**src/sv/scd_pkg.sv**
```systemverilog
`timescale 1ns / 1ps
`default_nettype none

package scd_pkg;

  // Framing defaults
  localparam int DEF_MAX_DATA_BYTES = 8;
  localparam int TRAILER_BYTES      = 2;

  // Fixed result layout: eight payload slots whatever the data limit
  localparam int NUM_PAYLOAD = 8;
  localparam int OUT_BITS    = 16 + 4 + 8 * NUM_PAYLOAD;
  localparam int OUT_W       = ((OUT_BITS + 7) / 8) * 8;

  // Configuration register map
  localparam int CFG_INDEX_W = 2;
  localparam logic [CFG_INDEX_W-1:0] CFG_HEADER_FIRST  = 2'd0;
  localparam logic [CFG_INDEX_W-1:0] CFG_HEADER_SECOND = 2'd1;

  localparam logic [7:0] HEADER_FIRST_RST  = 8'hFF;
  localparam logic [7:0] HEADER_SECOND_RST = 8'hFE;

  // Start marker bytes
  typedef struct packed {
    logic [7:0] first;
    logic [7:0] second;
  } hdr_cfg_t;

  // One recovered frame
  typedef struct packed {
    logic [NUM_PAYLOAD-1:0][7:0] payload;
    logic [3:0]                  data_len;
    logic [15:0]                 frame_id;
  } frame_t;

endpackage

`default_nettype wire

```
**src/sv/scd_parser.sv**
```systemverilog
`timescale 1ns / 1ps
`default_nettype none

module scd_parser
  import scd_pkg::*;
#(
  parameter int MAX_DATA_BYTES = DEF_MAX_DATA_BYTES
) (
  input  logic       clk,
  input  logic       rst,
  input  logic       in_fire,
  input  logic [7:0] in_byte,
  input  hdr_cfg_t   hdr,
  output logic       emit,
  output frame_t     result
);

  localparam int IDX_W = (MAX_DATA_BYTES > 1) ? $clog2(MAX_DATA_BYTES) : 1;

  typedef enum logic [6:0] {
    ST_HUNT_A = 7'b0000001,
    ST_HUNT_B = 7'b0000010,
    ST_ID_HI  = 7'b0000100,
    ST_ID_LO  = 7'b0001000,
    ST_LEN    = 7'b0010000,
    ST_DATA   = 7'b0100000,
    ST_TRAIL  = 7'b1000000
  } state_t;

  state_t      state, state_next;
  logic [3:0]  count, count_next, count_inc;
  logic [15:0] id_hold, id_next;
  logic [3:0]  len_hold, len_next;
  logic        store_wr;
  logic        data_done;
  logic [7:0]  store [MAX_DATA_BYTES];
  logic [NUM_PAYLOAD-1:0][7:0] pay_out;

  // Byte-by-byte frame walk
  always_comb begin
    state_next = state;
    count_next = count;
    id_next    = id_hold;
    len_next   = len_hold;
    count_inc  = count + 4'd1;
    store_wr   = 1'b0;
    data_done  = 1'b0;
    emit       = 1'b0;
    if (in_fire) begin
      unique case (state)
        ST_HUNT_A: begin
          if (in_byte == hdr.first) state_next = ST_HUNT_B;
        end
        ST_HUNT_B: begin
          // a repeated first marker byte keeps waiting for the second
          if (in_byte == hdr.second) state_next = ST_ID_HI;
          else if (in_byte != hdr.first) state_next = ST_HUNT_A;
        end
        ST_ID_HI: begin
          id_next    = {in_byte, 8'h00};
          state_next = ST_ID_LO;
        end
        ST_ID_LO: begin
          id_next    = {id_hold[15:8], in_byte};
          state_next = ST_LEN;
        end
        ST_LEN: begin
          count_next = '0;
          if (in_byte > 8'(MAX_DATA_BYTES)) begin
            // oversized length: drop the frame
            state_next = ST_HUNT_A;
          end else begin
            len_next = in_byte[3:0];
            if (in_byte[3:0] == 4'd0) data_done = 1'b1;
            else state_next = ST_DATA;
          end
        end
        ST_DATA: begin
          store_wr   = 1'b1;
          count_next = count_inc;
          if (count_inc >= len_hold) data_done = 1'b1;
        end
        ST_TRAIL: begin
          count_next = count_inc;
          if (count_inc >= 4'(TRAILER_BYTES)) begin
            emit       = 1'b1;
            state_next = ST_HUNT_A;
            count_next = '0;
          end
        end
        default: begin
          state_next = ST_HUNT_A;
          count_next = '0;
        end
      endcase

      // end of data: go to the trailer, or finish straight away without one
      if (data_done) begin
        count_next = '0;
        if (TRAILER_BYTES == 0) begin
          emit       = 1'b1;
          state_next = ST_HUNT_A;
        end else begin
          state_next = ST_TRAIL;
        end
      end
    end
  end

  // Control state
  always_ff @(posedge clk) begin
    if (rst) begin
      state    <= ST_HUNT_A;
      count    <= '0;
      id_hold  <= '0;
      len_hold <= '0;
    end else begin
      state    <= state_next;
      count    <= count_next;
      id_hold  <= id_next;
      len_hold <= len_next;
    end
  end

  // Payload store
  always_ff @(posedge clk) begin
    if (store_wr) store[count[IDX_W-1:0]] <= in_byte;
  end

  // Result payload: the byte arriving now bypasses the store
  for (genvar k = 0; k < NUM_PAYLOAD; k++) begin : g_pay
    if (k < MAX_DATA_BYTES) begin : g_used
      assign pay_out[k] = (4'(k) < len_next)
                        ? ((store_wr && (count[IDX_W-1:0] == IDX_W'(k))) ? in_byte : store[k])
                        : 8'h00;
    end else begin : g_unused
      assign pay_out[k] = 8'h00;
    end
  end

  assign result = '{payload: pay_out, data_len: len_next, frame_id: id_hold};

  // Checks
  a_emit_returns_to_hunt: assert property (@(posedge clk) disable iff (rst)
    emit |=> state == ST_HUNT_A)
    else $error("frame completion did not return to hunting");

  a_len_in_range: assert property (@(posedge clk) disable iff (rst)
    emit |-> result.data_len <= 4'(MAX_DATA_BYTES))
    else $error("frame length above data limit");

  a_data_count: assert property (@(posedge clk) disable iff (rst)
    state == ST_DATA |-> count < len_hold)
    else $error("data count reached length while still in data phase");

endmodule

`default_nettype wire

```
**src/sv/serial_can_frame_deframer.sv**
```systemverilog
// A result is offered on m_tvalid in the cycle after the byte that completes the frame.
// Throughput: one byte per cycle; the single output register lets a byte in while its
// held result is taken in the same cycle, so only a stalled output holds up s_tready.
// Reset (rst, synchronous, active high) returns to hunting for the start marker,
// empties the output register and loads the marker bytes FF and FE.
`timescale 1ns / 1ps
`default_nettype none

module serial_can_frame_deframer
  import scd_pkg::*;
#(
  parameter int MAX_DATA_BYTES = DEF_MAX_DATA_BYTES
) (
  input  logic                   clk,
  input  logic                   rst,
  // input byte stream
  input  logic                   s_tvalid,
  output logic                   s_tready,
  input  logic [7:0]             s_tdata,   // [7:0] data_byte
  // frame stream
  output logic                   m_tvalid,
  input  logic                   m_tready,
  output logic [OUT_W-1:0]       m_tdata,   // [15:0] frame_id, [19:16] data_len,
                                            // [27:20] payload0 .. [83:76] payload7, pad
  // configuration writes
  input  logic                   cfg_valid,
  output logic                   cfg_ready,
  input  logic [CFG_INDEX_W-1:0] cfg_index,
  input  logic [7:0]             cfg_data
);

  hdr_cfg_t         hdr;
  logic             in_fire;
  logic             emit;
  frame_t           result;
  logic             out_valid;
  logic [OUT_W-1:0] out_data;

  // Configuration registers
  assign cfg_ready = 1'b1;

  always_ff @(posedge clk) begin
    if (rst) begin
      hdr.first  <= HEADER_FIRST_RST;
      hdr.second <= HEADER_SECOND_RST;
    end else if (cfg_valid) begin
      unique case (cfg_index)
        CFG_HEADER_FIRST:  hdr.first  <= cfg_data;
        CFG_HEADER_SECOND: hdr.second <= cfg_data;
        default: ;
      endcase
    end
  end

  // Input request taken whenever the output slot is free or draining
  assign s_tready = !out_valid || m_tready;
  assign in_fire  = s_tvalid && s_tready;

  scd_parser #(
    .MAX_DATA_BYTES(MAX_DATA_BYTES)
  ) u_parser (
    .clk     (clk),
    .rst     (rst),
    .in_fire (in_fire),
    .in_byte (s_tdata),
    .hdr     (hdr),
    .emit    (emit),
    .result  (result)
  );

  // Output register
  always_ff @(posedge clk) begin
    if (rst) begin
      out_valid <= 1'b0;
    end else if (emit) begin
      out_valid <= 1'b1;
    end else if (m_tready) begin
      out_valid <= 1'b0;
    end
  end

  always_ff @(posedge clk) begin
    if (emit) out_data <= {(OUT_W - OUT_BITS)'(0), result};
  end

  assign m_tvalid = out_valid;
  assign m_tdata  = out_data;

  // Checks
  a_no_overwrite: assert property (@(posedge clk) disable iff (rst)
    out_valid && !m_tready |-> !in_fire)
    else $error("byte accepted while result held and stalled");

  a_emit_offered: assert property (@(posedge clk) disable iff (rst)
    emit |=> out_valid)
    else $error("completed frame not offered");

  a_emit_needs_input: assert property (@(posedge clk) disable iff (rst)
    emit |-> in_fire)
    else $error("frame completed without an accepted byte");

endmodule

`default_nettype wire

```
**config.mk**
```make
export PLATFORM = sky130hd
export DESIGN_NAME = serial_can_frame_deframer
export DESIGN_NICKNAME = d
export VERILOG_FILES = /design/src/sv/scd_pkg.sv /design/src/sv/scd_parser.sv /design/src/sv/serial_can_frame_deframer.sv
export SDC_FILE = /design/constraint.sdc
export NUM_CORES = 1
export LEC_CHECK = 0
export BUFFER_PORTS_ARGS = -buffer_cell sky130_fd_sc_hd__buf_2
export CORE_ASPECT_RATIO = 1.25
export CORE_MARGIN = 3
export CORE_UTILIZATION = 40
export DETAILED_ROUTE_END_ITERATION = 16
export PLACE_DENSITY = 0.7
export SLEW_MARGIN = 10
export SYNTH_ARGS = -nofsm -noshare
export SYNTH_HDL_FRONTEND = slang
export SYNTH_SLANG_ARGS = --single-unit
```
**constraint.sdc**
```tcl
create_clock -name clk -period 19.94 [get_ports clk]
set_input_delay 3.988 -clock clk [delete_from_list [all_inputs] [get_ports clk]]
set_output_delay 3.988 -clock clk [all_outputs]
set_load 0.05 [all_outputs]
```
==> out/results.txt <==
The analysis attributes to net switching a power of 0.000172 W. TritonCTS built the clock tree. The critical path in this run is classified as in2out. The wire length per cell after detailed routing came out at 16.5 um. After synthesis, flip-flops and latches occupy 71.9% of the total area.

The die is 159 um tall. The run finished with clean final reports. Across the run, the number of max-cap violations was 0. Iteration count of the initial detailed-routing pass: 5. The clock network burns 41.9% of the power.

Post-layout minimum cycle time: 8.45 ns. The iteration-0 DRC count of the detailed router was 289; the remaining routing DRC violations was 0. The wire length of the first global-routing pass is 23000 um, and the final wirelength is 14600 um. The setup clock skew after layout was 0.0109 ns. Sequential cells account for 54.4% of the total power.

After synthesis, the largest area contributor takes up 59.1% of total cell area. The logs give 884 for the number of cells in the finished layout apart from fillers and 0.000635 W for the internal power consumption. Synthesis inferred 196 register bits.

The initial antenna violation count came out at 0. For the count of pins over their slew limit, the log shows 0. The core region is 18300 um2.

The maximum clock rate was 0.118 GHz; the count of buffers inserted at the top-level ports was 108. After filler insertion, the fill cell instance count of the layout stands at 1597. The tools report the die area as 20500 um2.

Synthesis produced 532 cells. The fraction of final layout cells sized beyond drive strength 1 works out to 25.3%. The worst-case IR drop observed on VDD is 0.0465 mV. Entering global routing, the biggest net connects 61 pins. At the later pin of the worst-skew pair, clock insertion delay measures 0.43 ns.

For this design the top-level I/O count stands at 114. The detail route stage leaves a number of antenna-violating nets equal to 0. In the finished design, the share of the clock period the worst path needs comes to 42.4%. The logs give 0 for the total number of yosys warnings and 0.858 for the routability congestion estimate. The post-cts repair resize count is 0.

The tools report the CTS root buffer as clkbuf_16. The min-delay analysis places its worst path in the category reg2reg. The mapped netlist covers 7520 um2. For this run, the total global-route usage over all layers was measured as 14.6%. Headroom to the max-slew limit came out at 20.9%. In the final design database the tool counted 672 nets. The via count was 4491; the hold-fix buffer count after cts was 0. Data required time at the worst endpoint: 15.95 ns.

The primary flip-flop cell chosen by synthesis mapping is edfxtp_1. In this run the post-CTS setup repair buffer count came out at 0. For this design the static power due to leakage is 3.23 nW.

The number of global-route vias before repair is 4397. For this run, asynchronously set or reset flops after synthesis account for 0%. The clock transition time at the flip-flop clock pins of the worst setup and hold paths was 0.07 ns; the TritonCTS buffer count was 17. The run gives 5410 um2 as the area occupied by registers. Clock tree synthesis found a total of 196 sinks. The placement row count was 55; the maximum buffer depth of the clock tree was 2.

Yosys mapped a number of flops with a built-in enable equal to 148. After synthesis, the cell types taking the most area are edfxtp_1, dfxtp_1, and2_1. Setup violations remaining at the end of the flow were counted as 0.

Setup repair after global routing left no endpoint under its margin. The final number of hold-violating endpoints is 0. Each instance of the synthesized netlist takes up on average 14.1 um2. The growth of design area from synthesis to finish is 18.1%.

The startpoint kind of the worst setup timing path was an input pin. The die is 129 um wide. The initial utilization of the core area, before any placement, comes to 41.1%.

In the routed layout, each cell is associated on average with a via count of 5.08. Of the total power, combinational logic draws 3.7%. The number of antenna diodes in the final layout is 0. The logs give 852 for the number of instances in the placed design and 0 for the remaining global-route overflow. Maximum level of the CTS H-tree: 4. At the pin with the least slew margin, the transition time is 1.18 ns. The signal arrival time at the worst endpoint is 4.46 ns, and the maximum fanout along the worst path is 3. For the final routed database, the setup TNS stands at 0 ns. The switching share of power is 21.3%, and the total power divided by cell area is 90.9 nW/um2. The endpoint type of the worst setup path is an output pin. Summing all multi-input logic gate instances after layout gives 1980 um2.

In this run, distinct cell masters in the synthesized netlist total 55. The wire-length estimate of the detail-placed layout is 9730 um. Dominant cell type by area after synthesis: edfxtp_1.
[per-layer routing]
metal / global-route usage, % / share of wire [%] / up-vias / wire (um)
met5: 0 / 0 / - / 0
met4: 6.40 / 2.6 / 0 / 377
met3: 4.09 / 6.3 / 33 / 926
met2: 25.2 / 52 / 175 / 7540
met1: 16.9 / 39 / 2142 / 5770
li1: - / - / 2141 / -
[flip-flops by register name, summed over array words and instances (netlist names)]
name	cells
u_parser.store	64
u_parser.id_hold	16
u_parser.len_hold	4
u_parser.count	4
u_parser.state	7
m_tdata	84
hdr	16
m_tvalid	1
[kinds of logic (layout without fill, tap and decap cells)]
| kind of cell | count (synthesis) | after routing | synth area share, % |
|---|---|---|---|
| xor gates and xnor gates | 19 | 19 | 2.21 |
| DFF | 196 | 196 | 71.9 |
| AOI/OAI and AO/OA | 59 | 59 | 5.56 |
| adders and majority gates | 6 | 6 | 0.998 |
| and+or+nand+nor | 210 | 210 | 16.1 |
| buffers and inverters | 34 | 155 | 1.96 |
| other | 2 | 5 | 0.0999 |
| muxes | 6 | 6 | 1.18 |
[power groups by stage]
stage	logic [W]	registers, W	clock network [W]
floorplan	0.0000200	0.000447	0
global placement	0.0000293	0.000448	0
detailed placement	0.0000298	0.000448	0
CTS	0.0000299	0.000439	0.000345
global route	0.0000325	0.000439	0.000362
finish	0.0000300	0.000439	0.000338
[worst max-delay path: stages]
cell	delay (ns)
buf_2	0.08
nand2b_1	0.12
buf_2	0.27
[Yosys cell counts, types with 4 or more instances]
cell,n
clkbuf_1,16
inv_1,12
buf_4,5
ha_1,6
nand2_1,34
a21oi_1,15
nand4_1,4
and2_1,51
nand2b_1,8
nor4_1,5
or3_1,5
xnor2_1,9
a22oi_1,10
nand3b_1,9
nor2b_1,26
xor2_1,10
dfxtp_1,48
nand3_1,14
a211o_1,9
o21ai_0,7
nor2_1,28
edfxtp_1,148
nor3_1,7
[cell type report]
| type | count | area share [%] |
|---|---|---|
| Multi-Input combinational cell | 305 | 22.3 |
| Tap cell | 228 | 3.21 |
| Timing Repair Buffer | 111 | 6.34 |
| Sequential cell | 196 | 60.9 |
| Clock buffer | 17 | 4.79 |
| Inverter | 12 | 0.507 |
| Clock inverter | 15 | 1.90 |
[through the flow]
stage,util (%),hold slack (ns),total power [W],worst slack (ns),cell area [um2]
5_1_grt,48.5,0.448,0.000833,11.45,8880
2_1_floorplan,-,0.408,0.000467,6.44,7530
3_3_place_gp,45.2,0.417,0.000477,11.50,8280
3_5_place_dp,45.2,0.423,0.000478,11.48,8280
6_report,48.5,0.439,0.000807,11.49,8880
4_1_cts,48.5,0.441,0.000814,11.48,8880
[cells in the final DEF (no fill, tap or decap), types with 3 or more instances in the layout]
cell	netlist	routed
clkbuf_16	0	17
xor2_1	10	10
nand4_1	4	4
clkinvlp_4	0	4
a21oi_1	15	15
buf_4	5	3
nor2b_1	26	26
dfxtp_1	48	48
o21ai_2	3	3
nand3b_1	9	9
ha_1	6	6
nor4_1	5	4
mux2_2	3	3
xnor2_1	9	9
nor3_1	7	7
a22oi_1	10	10
a211o_1	9	9
nand2_1	34	34
buf_2	1	108
nand2b_1	8	8
and2_1	51	51
clkinv_4	0	3
or3_1	5	5
inv_1	12	12
nand3_2	3	3
o21ai_0	7	7
nor2_1	28	28
conb_1	2	5
edfxtp_1	148	148
nand3_1	14	14
or4_1	3	3
inv_6	0	3
[worst paths after layout]
| path | endpoint | slack (ns) | start | depth (start not counted) |
|---|---|---|---|---|
| max | s_tready | 11.49 | m_tready | 3 |
| min | m_tdata[9] | 0.44 | u_parser.id_hold[9] | 0 |
| max reg2reg | u_parser.store[0][3] | 16.91 | u_parser.state[0] | 4 |
| min reg2reg | m_tdata[9] | 0.44 | u_parser.id_hold[9] | 0 |
No activity file was read; power rests on OpenSTA's default activity.
